==> config.mk <==
export PLATFORM = sky130hd
export DESIGN_NAME = char_lcd_nibble_sequencer
export DESIGN_NICKNAME = d
export VERILOG_FILES = /design/src/hw/rtl/lcdns_pkg.sv /design/src/hw/rtl/lcdns_ctrl.sv /design/src/hw/rtl/lcdns_datapath.sv /design/src/hw/rtl/char_lcd_nibble_sequencer.sv
export SDC_FILE = /design/constraint.sdc
export NUM_CORES = 1
export LEC_CHECK = 0
export ABC_AREA = 1
export BUFFER_PORTS_ARGS = -buffer_cell sky130_fd_sc_hd__buf_4
export CORE_UTILIZATION = 40
export CTS_BUF_LIST = sky130_fd_sc_hd__clkbuf_4
export DETAILED_ROUTE_END_ITERATION = 10
export PLACE_DENSITY = 0.63
export SLEW_MARGIN = 40
export SYNTH_ARGS = -nofsm -noshare
export SYNTH_HDL_FRONTEND = slang
export SYNTH_SLANG_ARGS = --single-unit
export TNS_END_PERCENT = 10
==> constraint.sdc <==
create_clock -name clk_i -period 2.6 [get_ports clk_i]
set_input_delay 0 -clock clk_i [delete_from_list [all_inputs] [get_ports clk_i]]
set_output_delay 0 -clock clk_i [all_outputs]
set_load 0.02 [all_outputs]
==> src/hw/rtl/lcdns_pkg.sv <==
// Types, codes and the power-up init program of the character LCD nibble sequencer.
// Used by lcdns_ctrl, lcdns_datapath and char_lcd_nibble_sequencer; depends on nothing.
package lcdns_pkg;

  typedef enum logic [3:0] {
    CMD_INIT      = 4'd0,
    CMD_CLEAR     = 4'd1,
    CMD_HOME      = 4'd2,
    CMD_POSITION  = 4'd3,
    CMD_DISPLAY   = 4'd4,
    CMD_ENTRY     = 4'd5,
    CMD_DSHIFT    = 4'd6,
    CMD_CSTEP     = 4'd7,
    CMD_GLYPH     = 4'd8,
    CMD_CHAR      = 4'd9,
    CMD_BACKLIGHT = 4'd10
  } cmd_e;

  typedef enum logic [1:0] {
    OP_PAUSE,   // one entry, no write, wait only
    OP_SINGLE,  // one entry, written byte holds only backlight
    OP_NIBBLE,  // one nibble, three entries
    OP_BYTE     // two nibbles, six entries
  } op_kind_e;

  typedef enum logic {
    ST_IDLE,
    ST_RUN
  } state_e;

  typedef struct packed {
    logic [3:0] command;
    logic [7:0] char_code;
    logic [5:0] column;
    logic [1:0] row;
    logic [2:0] glyph_slot;
    logic       display_on;
    logic       cursor_on;
    logic       blink_on;
    logic       move_left;
    logic       auto_shift;
  } in_item_t;

  typedef struct packed {
    logic [7:0]  expander_byte;
    logic        write_valid;
    logic [15:0] wait_after_us;
    logic        last;
  } out_item_t;

  typedef struct packed {
    op_kind_e    kind;
    logic [7:0]  value;
    logic        rs;
    logic [15:0] extra;
  } op_t;

  typedef struct packed {
    logic       accept;
    logic       load;
    logic [3:0] op_idx;
    logic [2:0] sub_idx;
    logic       last;
  } ctrl_cmd_t;

  typedef struct packed {
    logic     has_out;
    op_kind_e kind;
    logic     op_last;
    logic     out_busy;
  } dp_status_t;

  localparam logic [3:0]  InitLastOp  = 4'd10;
  localparam logic [15:0] WaitPulse   = 16'd1;
  localparam logic [15:0] WaitSettle  = 16'd50;
  localparam logic [15:0] WaitPowerUp = 16'd50000;
  localparam logic [15:0] WaitZero    = 16'd1000;
  localparam logic [15:0] WaitFirst   = 16'd4500;
  localparam logic [15:0] WaitThird   = 16'd120;
  localparam logic [15:0] WaitClear   = 16'd2000;

  // Power-up init program: pause, zero byte, 8-bit wakeup nibbles, the 4-bit switch nibble, then setup bytes.
  function automatic op_t init_op(input logic [3:0] idx, input logic [2:0] disp,
                                  input logic [1:0] ent);
    op_t op;
    op = '{kind: OP_BYTE, value: 8'h00, rs: 1'b0, extra: 16'd0};
    case (idx)
      4'd0: begin
        op.kind  = OP_PAUSE;
        op.extra = WaitPowerUp;
      end
      4'd1: begin
        op.kind  = OP_SINGLE;
        op.extra = WaitZero;
      end
      4'd2, 4'd3: begin
        op.kind  = OP_NIBBLE;
        op.value = 8'h30;
        op.extra = WaitFirst;
      end
      4'd4: begin
        op.kind  = OP_NIBBLE;
        op.value = 8'h30;
        op.extra = WaitThird;
      end
      4'd5: begin
        op.kind  = OP_NIBBLE;
        op.value = 8'h20;
      end
      4'd6: op.value = 8'h28;
      4'd7: op.value = {5'b00001, disp};
      4'd8: begin
        op.value = 8'h01;
        op.extra = WaitClear;
      end
      4'd9: op.value = {6'b000001, ent};
      default: begin
        op.value = 8'h02;
        op.extra = WaitClear;
      end
    endcase
    return op;
  endfunction

endpackage

==> src/hw/rtl/lcdns_ctrl.sv <==
// Controller of the LCD nibble sequencer: walks operations and their entries.
// Depends on lcdns_pkg; drives lcdns_datapath through ctrl_cmd_t.
module lcdns_ctrl (
  input  logic                   clk_i,
  input  logic                   rst_ni,
  input  logic                   in_valid_i,
  output logic                   in_stall_o,
  input  lcdns_pkg::dp_status_t  status_i,
  output lcdns_pkg::ctrl_cmd_t   cmd_o
);

  lcdns_pkg::state_e state_q, state_d;
  logic [3:0] op_idx_q, op_idx_d;
  logic [2:0] sub_q, sub_d;
  logic [2:0] sub_last;
  logic       entry_done;

  always_ff @(posedge clk_i or negedge rst_ni) begin
    if (!rst_ni) begin
      state_q  <= lcdns_pkg::ST_IDLE;
      op_idx_q <= 4'd0;
      sub_q    <= 3'd0;
    end else begin
      state_q  <= state_d;
      op_idx_q <= op_idx_d;
      sub_q    <= sub_d;
    end
  end

  always_comb begin
    case (status_i.kind)
      lcdns_pkg::OP_NIBBLE: sub_last = 3'd2;
      lcdns_pkg::OP_BYTE:   sub_last = 3'd5;
      default:              sub_last = 3'd0;
    endcase
  end

  assign entry_done = (sub_q == sub_last);

  always_comb begin
    state_d  = state_q;
    op_idx_d = op_idx_q;
    sub_d    = sub_q;
    cmd_o    = '0;
    cmd_o.op_idx  = op_idx_q;
    cmd_o.sub_idx = sub_q;
    cmd_o.last    = entry_done && status_i.op_last;
    in_stall_o    = 1'b1;
    case (state_q)
      lcdns_pkg::ST_IDLE: begin
        in_stall_o   = 1'b0;
        cmd_o.accept = in_valid_i;
        if (in_valid_i && status_i.has_out) begin
          state_d  = lcdns_pkg::ST_RUN;
          op_idx_d = 4'd0;
          sub_d    = 3'd0;
        end
      end
      lcdns_pkg::ST_RUN: begin
        // advance one entry per transfer slot of the output register
        if (!status_i.out_busy) begin
          cmd_o.load = 1'b1;
          if (!entry_done) begin
            sub_d = sub_q + 3'd1;
          end else if (status_i.op_last) begin
            state_d = lcdns_pkg::ST_IDLE;
          end else begin
            op_idx_d = op_idx_q + 4'd1;
            sub_d    = 3'd0;
          end
        end
      end
      default: state_d = lcdns_pkg::ST_IDLE;
    endcase
  end

endmodule

==> src/hw/rtl/lcdns_datapath.sv <==
// Datapath of the LCD nibble sequencer: operands, display state and output register.
// Depends on lcdns_pkg; steered by lcdns_ctrl.
module lcdns_datapath #(
  parameter int COLUMNS = 40
) (
  input  logic                  clk_i,
  input  logic                  rst_ni,
  input  lcdns_pkg::in_item_t   in_item_i,
  input  logic                  cfg_valid_i,
  input  logic                  cfg_data_i,
  input  lcdns_pkg::ctrl_cmd_t  cmd_i,
  output lcdns_pkg::dp_status_t status_o,
  output logic                  out_valid_o,
  input  logic                  out_stall_i,
  output lcdns_pkg::out_item_t  out_item_o
);

  localparam logic [5:0] ColMax = 6'(COLUMNS);

  logic [3:0] cmd_q;
  logic [7:0] char_q;
  logic [7:0] pos_q;
  logic [2:0] slot_q;
  logic       left_q;
  logic [2:0] disp_q, disp_d;
  logic [1:0] entry_q, entry_d;
  logic       backlight_q;
  logic       out_valid_q;
  lcdns_pkg::out_item_t out_q, entry_item;

  logic       pos_ok;
  logic [6:0] pos_addr;
  lcdns_pkg::op_t op;
  logic [3:0] nib;
  logic [1:0] phase;
  logic       final_entry;

  assign pos_ok = (in_item_i.column != 6'd0) && (in_item_i.column <= ColMax) &&
                  ((in_item_i.row == 2'd1) || (in_item_i.row == 2'd2));
  assign pos_addr = 7'(in_item_i.column) - 7'd1 +
                    ((in_item_i.row == 2'd1) ? 7'h00 : 7'h40);

  always_comb begin
    disp_d  = disp_q;
    entry_d = entry_q;
    if (cmd_i.accept && (in_item_i.command == lcdns_pkg::CMD_DISPLAY)) begin
      disp_d = {in_item_i.display_on, in_item_i.cursor_on, in_item_i.blink_on};
    end
    if (cmd_i.accept && (in_item_i.command == lcdns_pkg::CMD_ENTRY)) begin
      entry_d = {~in_item_i.move_left, in_item_i.auto_shift};
    end
  end

  always_ff @(posedge clk_i or negedge rst_ni) begin
    if (!rst_ni) begin
      disp_q      <= 3'b100;
      entry_q     <= 2'b10;
      backlight_q <= 1'b0;
      out_valid_q <= 1'b0;
    end else begin
      disp_q  <= disp_d;
      entry_q <= entry_d;
      if (cfg_valid_i) begin
        backlight_q <= cfg_data_i;
      end
      if (cmd_i.load) begin
        out_valid_q <= 1'b1;
      end else if (!out_stall_i) begin
        out_valid_q <= 1'b0;
      end
    end
  end

  always_ff @(posedge clk_i) begin
    if (cmd_i.accept) begin
      cmd_q  <= in_item_i.command;
      char_q <= in_item_i.char_code;
      pos_q  <= {1'b1, pos_addr};
      slot_q <= in_item_i.glyph_slot;
      left_q <= in_item_i.move_left;
    end
    if (cmd_i.load) begin
      out_q <= entry_item;
    end
  end

  // Current operation
  always_comb begin
    op = '{kind: lcdns_pkg::OP_BYTE, value: 8'h00, rs: 1'b0, extra: 16'd0};
    case (cmd_q)
      lcdns_pkg::CMD_INIT:     op = lcdns_pkg::init_op(cmd_i.op_idx, disp_q, entry_q);
      lcdns_pkg::CMD_CLEAR: begin
        op.value = 8'h01;
        op.extra = lcdns_pkg::WaitClear;
      end
      lcdns_pkg::CMD_HOME: begin
        op.value = 8'h02;
        op.extra = lcdns_pkg::WaitClear;
      end
      lcdns_pkg::CMD_POSITION: op.value = pos_q;
      lcdns_pkg::CMD_DISPLAY:  op.value = {5'b00001, disp_q};
      lcdns_pkg::CMD_ENTRY:    op.value = {6'b000001, entry_q};
      lcdns_pkg::CMD_DSHIFT:   op.value = {5'b00011, ~left_q, 2'b00};
      lcdns_pkg::CMD_CSTEP:    op.value = {5'b00010, ~left_q, 2'b00};
      lcdns_pkg::CMD_GLYPH:    op.value = {2'b01, slot_q, 3'b000};
      lcdns_pkg::CMD_CHAR: begin
        op.value = char_q;
        op.rs    = 1'b1;
      end
      default:                 op.kind = lcdns_pkg::OP_SINGLE;
    endcase
  end

  // Entry within the operation: high nibble on entries 0..2, low nibble on 3..5
  always_comb begin
    case (cmd_i.sub_idx)
      3'd0:    phase = 2'd0;
      3'd1:    phase = 2'd1;
      3'd2:    phase = 2'd2;
      3'd3:    phase = 2'd0;
      3'd4:    phase = 2'd1;
      3'd5:    phase = 2'd2;
      default: phase = 2'd0;
    endcase
    nib = (cmd_i.sub_idx >= 3'd3) ? op.value[3:0] : op.value[7:4];
    final_entry = (phase == 2'd2) &&
                  ((op.kind == lcdns_pkg::OP_NIBBLE) || (cmd_i.sub_idx == 3'd5));

    entry_item.last = cmd_i.last;
    case (op.kind)
      lcdns_pkg::OP_PAUSE: begin
        entry_item.expander_byte = 8'h00;
        entry_item.write_valid   = 1'b0;
        entry_item.wait_after_us = op.extra;
      end
      lcdns_pkg::OP_SINGLE: begin
        entry_item.expander_byte = {4'h0, backlight_q, 3'b000};
        entry_item.write_valid   = 1'b1;
        entry_item.wait_after_us = op.extra;
      end
      default: begin
        entry_item.expander_byte = {nib, backlight_q, (phase == 2'd1), 1'b0, op.rs};
        entry_item.write_valid   = 1'b1;
        case (phase)
          2'd0:    entry_item.wait_after_us = 16'd0;
          2'd1:    entry_item.wait_after_us = lcdns_pkg::WaitPulse;
          default: entry_item.wait_after_us = lcdns_pkg::WaitSettle +
                                              (final_entry ? op.extra : 16'd0);
        endcase
      end
    endcase
  end

  always_comb begin
    status_o.has_out  = (in_item_i.command <= lcdns_pkg::CMD_BACKLIGHT) &&
                        ((in_item_i.command != lcdns_pkg::CMD_POSITION) || pos_ok);
    status_o.kind     = op.kind;
    status_o.op_last  = (cmd_q != lcdns_pkg::CMD_INIT) ||
                        (cmd_i.op_idx == lcdns_pkg::InitLastOp);
    status_o.out_busy = out_valid_q && out_stall_i;
  end

  assign out_valid_o = out_valid_q;
  assign out_item_o  = out_q;

endmodule

==> src/hw/rtl/char_lcd_nibble_sequencer.sv <==
// Top level of the character LCD nibble sequencer for a 4-bit LCD behind a port expander.
// Depends on lcdns_pkg, lcdns_ctrl and lcdns_datapath.
//
//   channel | direction | handshake          | payload
//   --------+-----------+--------------------+-----------------------------
//   in      | input     | in_valid / stall   | lcdns_pkg::in_item_t
//   out     | output    | out_valid / stall  | lcdns_pkg::out_item_t
//   cfg     | input     | cfg_valid / ready  | backlight_on (1 bit)
//
// An operation is transferred in, then the controller emits its expander entries: six for
// a command or character byte, one for backlight refresh, 44 for init, one entry per cycle
// into the single output register while the output is not stalled.
// A rejected position or an unused code is taken in and emits no entry.
// Output stall holds the sequence; input stays stalled until the last entry is loaded.
// Reset restores display flags 0b100, entry flags 0b10 and backlight off.
module char_lcd_nibble_sequencer #(
  parameter int COLUMNS = 40
) (
  input  logic                 clk_i,
  input  logic                 rst_ni,
  input  logic                 in_valid_i,
  output logic                 in_stall_o,
  input  lcdns_pkg::in_item_t  in_item_i,
  output logic                 out_valid_o,
  input  logic                 out_stall_i,
  output lcdns_pkg::out_item_t out_item_o,
  input  logic                 cfg_valid_i,
  output logic                 cfg_ready_o,
  input  logic                 cfg_data_i
);

  lcdns_pkg::ctrl_cmd_t  ctrl_cmd;
  lcdns_pkg::dp_status_t dp_status;

  assign cfg_ready_o = 1'b1;

  lcdns_ctrl u_ctrl (
    .clk_i      (clk_i),
    .rst_ni     (rst_ni),
    .in_valid_i (in_valid_i),
    .in_stall_o (in_stall_o),
    .status_i   (dp_status),
    .cmd_o      (ctrl_cmd)
  );

  lcdns_datapath #(
    .COLUMNS (COLUMNS)
  ) u_datapath (
    .clk_i       (clk_i),
    .rst_ni      (rst_ni),
    .in_item_i   (in_item_i),
    .cfg_valid_i (cfg_valid_i),
    .cfg_data_i  (cfg_data_i),
    .cmd_i       (ctrl_cmd),
    .status_o    (dp_status),
    .out_valid_o (out_valid_o),
    .out_stall_i (out_stall_i),
    .out_item_o  (out_item_o)
  );

endmodule

# Yosys cells after proc, flatten, opt, wreduce, memory -nomap -nowiden
# Cells that the tools add are included.
[word_totals] in_bits=34 out_inout_bits=29 ff_bits=64 elab_cells=132
[op_classes] bitwise_logic=3 n_addsub=5 reduce_logical=30 eq_ne=40 order_cmp=3 muxes=35
[op_table] cell="$pmux W16 S5" n=1
[op_table] cell="$pmux W8 S10" n=1
[op_table] cell="$pmux W16 S2" n=2
[op_table] cell="$pmux W25 S2" n=1
[op_table] cell="$pmux W6 S7" n=1
[op_table] cell="$eq A4 B3 Y1 const B" n=10
[op_table] cell="$eq A4 B4 Y1 const B" n=5
[op_table] cell="$mux W4" n=5
[op_table] cell="$add A6 B16 Y16 const A" n=1
[op_table] cell="$eq A4 B2 Y1 const B" n=4
[op_table] cell="$mux W16" n=1
[op_table] cell="$mux W3" n=4
[op_table] cell="$pmux W3 S2" n=2
[op_table] cell="$mux W1" n=11
[op_table] cell="$reduce_or A2 Y1" n=5
[op_table] cell="$logic_and A1 B1 Y1" n=9
[op_table] cell="$reduce_or A9 Y1" n=1
[op_table] cell="$eq A2 B2 Y1 const B" n=4
[op_table] cell="$eq A4 B1 Y1 const B" n=2
[op_table] cell="$logic_not A4 Y1" n=2
[op_table] cell="$pmux W2 S2" n=2
[op_table] cell="$pmux W4 S2" n=1
[op_table] cell="$reduce_or A4 Y1" n=2
[op_table] cell="$add A7 B7 Y7" n=1
[op_table] cell="other kinds (26)" n=38

# Logic depth before layout (Yosys ltp)
# Gate-level depths: netlist (run 1).
[logic_depth] word_depth=11 mapped_depth=16 depth_no_buf=16

# Cells and area by module
# From an unflattened synthesis (run 1), not the netlist that was laid out.
[unflattened] hier_cells=358 area_unflattened_um2=3225.6
[modules_own_cells] mod="lcdns_datapath" instances=1 cells_per_inst=281 seq_area_each_um2=1529.0 area_each_um2=2688.8
[modules_own_cells] mod="lcdns_ctrl" instances=1 cells_per_inst=75 seq_area_each_um2=200.2 area_each_um2=525.5
[modules_own_cells] mod="char_lcd_nibble_sequencer" instances=1 cells_per_inst=2 seq_area_each_um2=0.0 area_each_um2=11.3

# Worst setup path before layout (run 1)
# OpenSTA, ideal clock, no wires.
[synth_path] path_type="flip-flop to flip-flop" start="register u_ctrl.state_q" end="register u_ctrl.op_idx_q[0]" slack_ns=0.044 t_arrival_ns=2.438 path_stages_with_launch=8 synth_period_minus_slack_ns=2.556 path_cell_list="dfrtp_1 > clkbuf_1 > nor2_1 > nand2_1 > a21oi_1 > nand2_2 > nand2_1 > nand2_1"
[synth_between] elab_chain_cells=3
[synth_lines] element="start: declaration" line_no="lcdns_ctrl.sv:12" text="lcdns_pkg::state_e state_q, state_d;"
[synth_lines] element="start signal: assignment" line_no="lcdns_ctrl.sv:20" text="state_q <= lcdns_pkg::ST_IDLE;"
[synth_lines] element="start signal: assignment" line_no="lcdns_ctrl.sv:24" text="state_q <= state_d;"
[synth_lines] element="$not A1 Y1" line_no="lcdns_ctrl.sv:49" text="case (state_q)"
[synth_lines] element="$ne A2 B1 Y1 (no source line)"
[synth_lines] element="$reduce_and A4 Y1 (no source line)"
[synth_lines] element="end signal: assignment" line_no="lcdns_ctrl.sv:25" text="op_idx_q <= op_idx_d;"
[synth_lines] element="end: declaration" line_no="lcdns_ctrl.sv:13" text="logic [3:0] op_idx_q, op_idx_d;"
# Parallel ways exist; a longest one is shown, timed or not.
# A chain may end at the register's enable or synchronous reset.

==> impl_metrics.toml, run 1 <==
[run_status]
status = "complete, no violations"

[pwr]
p_leak_nw = 2.07
powerDensity_mw_per_mm2 = 855
pwr-share-seq = 0.395
switching_power_mw = 1.54
clock_power_share = 0.177
ir_drop_mv = 0.280
p_total_mw = 3.79
p_int_mw = 2.25
p_comb_frac = 0.429
p_sw_frac = 0.407

[floorplan]
rows = 33
coreArea_mm2 = 0.00822
initial_core_util = 0.414
io_pins = 63
die_w_um = 94.3
die-area_mm2 = 0.00888
die_h_um = 94.3

[sta]
tns_ns = 0
fin_crit_ns = 2.39
fin_skew_ns = 0.0125
slew_headroom = 0.598
setup_viol_count_final = 0
fmax_mhz = 419
final_max_slew_viol_count = 0
rsz0062_at_grt = "no"
finalHoldViolCount = 0
worst_pin_slew_ns = 0.602
period_share = 0.919

[cells_and_area]
stdcell_count = 581
drive_above_1_share = 0.242
register_area_mm2 = 0.00170
diodes = 0
multiInputGateArea_mm2 = 0.00143
fillCellCount = 753
nets = 518
syn_to_final_growth_pct = 30.2

[synthesis]
synth_common_cells = "89 x nand2_1, 54 x inv_1, 44 x edfxtp_1"
async_flop_share = 0.254
yosysMostFrequentCell = "nand2_1"
yosysSeqAreaShare = 0.499
synth_seq_cells = 59
netlist_area_mm2 = 0.00340
synth_area_leaders = "edfxtp_1 39%, nand2_1 9.8%, dfrtp_1 9.6%"
synthSimpleGateAreaFrac = 0.253
postSynthAreaPerCell_um2 = 9.15
yosys_warnings = 0
synth-xor-area-share = 0.0154
synth_top_family_by_area = "simple AND/OR/NAND/NOR gates"
ys.flop_type = "edfxtp_1"
synth_top_area_frac = 0.388
synth_edf_count = 44
synth_fa_ha_area_frac = 0.0478
synth.largest_area_cell = "edfxtp_1"
ys_types = 47
syn_inst = 372
synthMuxAreaShare = 0.00956
synth_compound_area_frac = 0.0856

[job]
maxCapViolCount = 0

[worst_hold_path]
hold_path.class = "primary input to register"

[detailed_routing]
post_drt_wl_per_cell_um = 12.7
drc_errors = 0
drt-pass1-iter-count = 4
vias_per_cell = 4.89
num_vias = 2839
drt.antenna.violating_nets = 0
totalWireLength_mm = 7.38
drtIter0Drc = 123

[worst_setup_path]
cp_max_fo = 5
crit_required_ns = 2.78
start_kind = "register"
end_kind = "register"
crit_type = "register to register"
arrival_ns = 2.57

[cts]
clk_path_buf_depth = 2
cts-buffers-inserted = 9
root_buffer = "clkbuf_4"
clock-sinks = 59
clkTransAtPathRegs_ns = 0.11
cts_tree = "yes"
htreeDepth = 3
clock_latency_ns = 0.41

[global_route]
grt_pass1_vias = 2751
antenna_found_initial = 0
grt_pass1_wl_mm = 12.3
grt_overflow = 0
grt.total_usage = 0.185
grt_max_degree = 24

[place]
io_buffers = 59
gp_congestion = 0.882
dp.cells = 531
dpl.hpwl_mm = 5.47
==> layout make-up <==
class	count	area share
clock buffers	9	0.0152
flip-flops and latches	59	0.384
inverters	59	0.0511
well taps	105	0.0296
clock inverters	7	0.0172
repair buffers	96	0.181
multi-input cells	246	0.322
==> sequential cells by signal, summed over array words and instances (netlist names), 2 cells and up <==
register	flops
u_datapath.slot_q	3
u_ctrl.op_idx_q	4
u_datapath.cmd_q	4
u_datapath.disp_q	3
u_datapath.entry_q	2
u_ctrl.sub_q	3
u_datapath.char_q	8
u_datapath.pos_q	7
u_datapath.out_item_o	21
==> metrics by stage <==
| step | cell area (um2) | setup WS, ns | utilization | hold WS (ns) |
|---|---|---|---|---|
| floorplan | 3410 | 0.0437 | - | -0.296 |
| global placement | 3940 | 0.254 | 0.479 | -0.133 |
| detailed placement | 3940 | 0.0819 | 0.479 | -0.129 |
| CTS | 4400 | 0.0779 | 0.536 | 0.0365 |
| global route | 4430 | 0.0204 | 0.539 | 0.0418 |
| finish | 4430 | 0.211 | 0.539 | 0.0598 |
==> placed cells by master, fill, tap and decap left out, drive strengths merged, types with 4 or more instances in the layout <==
cell type	count
o21ai	11
inv	59
a221oi	5
nor3	6
ha	13
clkbuf	9
xor2	5
clkinv	4
nor2	35
nand3	29
edfxtp	44
dlygate4sd3	32
a21oi	14
nand4	7
nand2	98
buf	64
dfrtp	13
==> worst paths after layout <==
path | start | end | slack [ns] | cells after the start
min | in_item_i[8] | u_datapath.pos_q[6] | 0.06 | 3
max reg2reg | u_ctrl.op_idx_q[0] | u_datapath.out_item_o[9] | 0.21 | 12
max in group asynchronous | rst_ni | u_ctrl.op_idx_q[0] | 1.46 | 3
min reg2reg | u_datapath.out_valid_o | u_datapath.out_valid_o | 0.51 | 2
min in group asynchronous | rst_ni | u_datapath.entry_q[1] | 0.10 | 2
max | u_ctrl.op_idx_q[0] | u_datapath.out_item_o[9] | 0.21 | 12
==> metal layers <==
layer | part of all wire | track usage | wire, um
met1 | 0.43 | 0.216 | 3150
met3 | 0.042 | 0.0421 | 309
met4 | 0.034 | 0.110 | 253
met2 | 0.50 | 0.309 | 3660
met5 | 0 | 0 | 0
==> logic make-up (layout without fill, tap and decap cells) <==
kind of cell,count (synthesis),in the layout
and+or+nand+nor,179,179
DFF,59,59
muxes,3,3
adders and majority gates,13,13
other,2,3
AOI/OAI and AO/OA,42,42
xor gates and xnor gates,6,6
buffers and inverters,68,171
==> worst max-delay path, cell delays in order, from the launching register on <==
cell     delay [ns]
dfrtp_2        0.45
ha_1           0.28
nor2_1         0.18
nor3_1         0.09
nor2_1         0.19
nand2_1        0.14
a31oi_4        0.17
nand2_2        0.09
ha_1           0.21
inv_1          0.11
nand4_2        0.11
nand3_1        0.09
nand2_1        0.05
==> power groups by stage <==
stage / clock, mW / combinational, mW / sequential (mW)
finish: 0.669 / 1.62 / 1.50
CTS: 0.694 / 1.59 / 1.50
global placement: 0 / 1.51 / 1.51
global route: 0.729 / 1.80 / 1.53
detailed placement: 0 / 1.54 / 1.52
floorplan: 0 / 0.944 / 1.62
==> what timing repair did <==
| action | CTS | global route |
|---|---|---|
| buffers inserted | 0 | 2 |
| gates resized for setup | 0 | 3 |
| setup endpoints to repair | 0 | 3 |
| hold endpoints to repair | 44 | 0 |
| hold buffers | 32 | 0 |
Note: power is estimated with default switching activity, not from simulation.
==> run 2, diff against run 1 <==
CORE_UTILIZATION = 48   (was 40)
PLACE_DENSITY = 0.73   (was 0.63)
SKIP_LAST_GASP = 1   (was not set)
==> impl_metrics.toml, run 2 (synthesis results as in run 1) <==
[sta]
final_max_slew_viol_count = 0
worst_pin_slew_ns = 0.613
fin_skew_ns = 0.0120
tns_ns = 0
period_share = 0.907
slew_headroom = 0.590
setup_viol_count_final = 0
finalHoldViolCount = 0
rsz0062_at_grt = "no"
fmax_mhz = 424
fin_crit_ns = 2.36

[cts]
cts-buffers-inserted = 9
cts_tree = "yes"
clk_path_buf_depth = 2
clock_latency_ns = 0.40
htreeDepth = 3
root_buffer = "clkbuf_4"
clkTransAtPathRegs_ns = 0.10
clock-sinks = 59

[detailed_routing]
drt.antenna.violating_nets = 0
drt-pass1-iter-count = 4
drtIter0Drc = 128
totalWireLength_mm = 7.24
drc_errors = 0
vias_per_cell = 4.99
num_vias = 2842
post_drt_wl_per_cell_um = 12.7

[cells_and_area]
nets = 517
largest_reg_flops = 21
syn_to_final_growth_pct = 28.7
final_common_cell = "nand2_1"
drive_above_1_share = 0.235
mostFrequentLayoutCells = "89 x nand2_1, 63 x buf_4, 54 x inv_1"
diodes = 0
fillCellCount = 574

[global_route]
grt_use_met3 = 0.0362
grt_max_degree = 24
grt_pass1_vias = 2781
grt_overflow = 0
grt.total_usage = 0.209
grtUsageMet2 = 0.369
grt_busiest_layer = "met2"
grt_pass1_wl_mm = 11.9
antenna_found_initial = 0
grt_util_met1 = 0.243

[floorplan]
io_pins = 63
die_w_um = 86.2
die_h_um = 86.2
die-area_mm2 = 0.00743
rows = 30
initial_core_util = 0.498
coreArea_mm2 = 0.00683

[worst_hold_path]
hold_start = "in_item_i[8]"
min_delay_worst_endpoint = "u_datapath.pos_q[6]"
hold_path_depth = 3
hold_path.class = "primary input to register"

[pwr]
powerDensity_mw_per_mm2 = 844
ir_drop_mv = 0.322
p_total_mw = 3.70
p_leak_nw = 2.07

[worst_setup_path]
reg2reg_from = "u_ctrl.op_idx_q[0]"
rr_endpoint = "u_datapath.out_item_o[9]"
start_kind = "register"
crit_required_ns = 2.77
cp_max_fo = 5
ff2ff_path_depth = 13
end_kind = "register"
crit_type = "register to register"
arrival_ns = 2.53
reg2reg_setup_slack_ns = 0.24

[place]
dpl.hpwl_mm = 5.32
gp_congestion = 0.946
io_buffers = 59

[run_status]
status = "complete, no violations"

[job]
maxCapViolCount = 0
## run 2: worst max-delay path, stage by stage, from the launching register on
cell and delay, ns:
dfrtp_1 0.42, inv_1 0.10, ha_1 0.28, o21ai_2 0.20, nand3_2 0.14, inv_1 0.10
nand2_1 0.08, a31oi_2 0.18, nand2_2 0.09, ha_1 0.20, inv_1 0.10, nand4_2 0.11
nand3_1 0.09, nand2_1 0.04
## run 2: where the power goes
group          switching (mW)  total [mW]  internal, mW
logic                    1.00        1.61         0.607
clock network           0.311       0.599         0.288
registers               0.159        1.49          1.33
total                    1.47        3.70          2.23
## run 2: cell type report
type	instances	area (um2)	area share
sequential	59	1700	0.388
multi-input combinational	246	1430	0.325
timing repair buffer	95	793	0.181
inverter	59	226	0.0517
tap	96	120	0.0274
clock buffer	10	75.1	0.0171
clock inverter	4	43.8	0.00999
## run 2: routing by layer
metal | share of wire | vias to the layer above
li1 | - | 1427
met3 | 0.041 | 20
met5 | 0 | -
met2 | 0.51 | 88
met4 | 0.025 | 0
met1 | 0.43 | 1307
## run 2: repair_timing
action / CTS / global route
hold buffers: 32 / 0
buffers inserted: 0 / 2
resized for setup: 0 / 2
hold endpoints to repair: 44 / 0
endpoints found under the setup margin: 0 / 3
## run 2: worst max path at each step
stage / startpoint / to / slack [ns] / cells after the start
after floorplan: u_ctrl.state_q / u_ctrl.op_idx_q[0] / 0.04 / 7
after global placement: u_ctrl.op_idx_q[0] / u_datapath.out_item_o[9] / 0.25 / 13
after detailed placement: u_ctrl.op_idx_q[0] / u_datapath.out_item_o[9] / 0.17 / 13
after CTS: u_ctrl.op_idx_q[0] / u_datapath.out_item_o[9] / 0.16 / 14
after global routing: u_ctrl.op_idx_q[0] / u_datapath.out_item_o[9] / 0.002 / 13
final: u_ctrl.op_idx_q[0] / u_datapath.out_item_o[9] / 0.24 / 13
## run 2: per-stage QoR
step | util | setup WS, ns | hold WS, ns | std cells | instance area [um2]
global route | 0.642 | 0.00193 | 0.0743 | 569 | 4380
floorplan | - | 0.0437 | -0.296 | 373 | 3410
global placement | 0.573 | 0.253 | -0.137 | 521 | 3920
CTS | 0.638 | 0.165 | 0.0445 | 567 | 4360
detailed placement | 0.573 | 0.166 | -0.133 | 521 | 3920
finish | 0.642 | 0.241 | 0.0837 | 569 | 4380
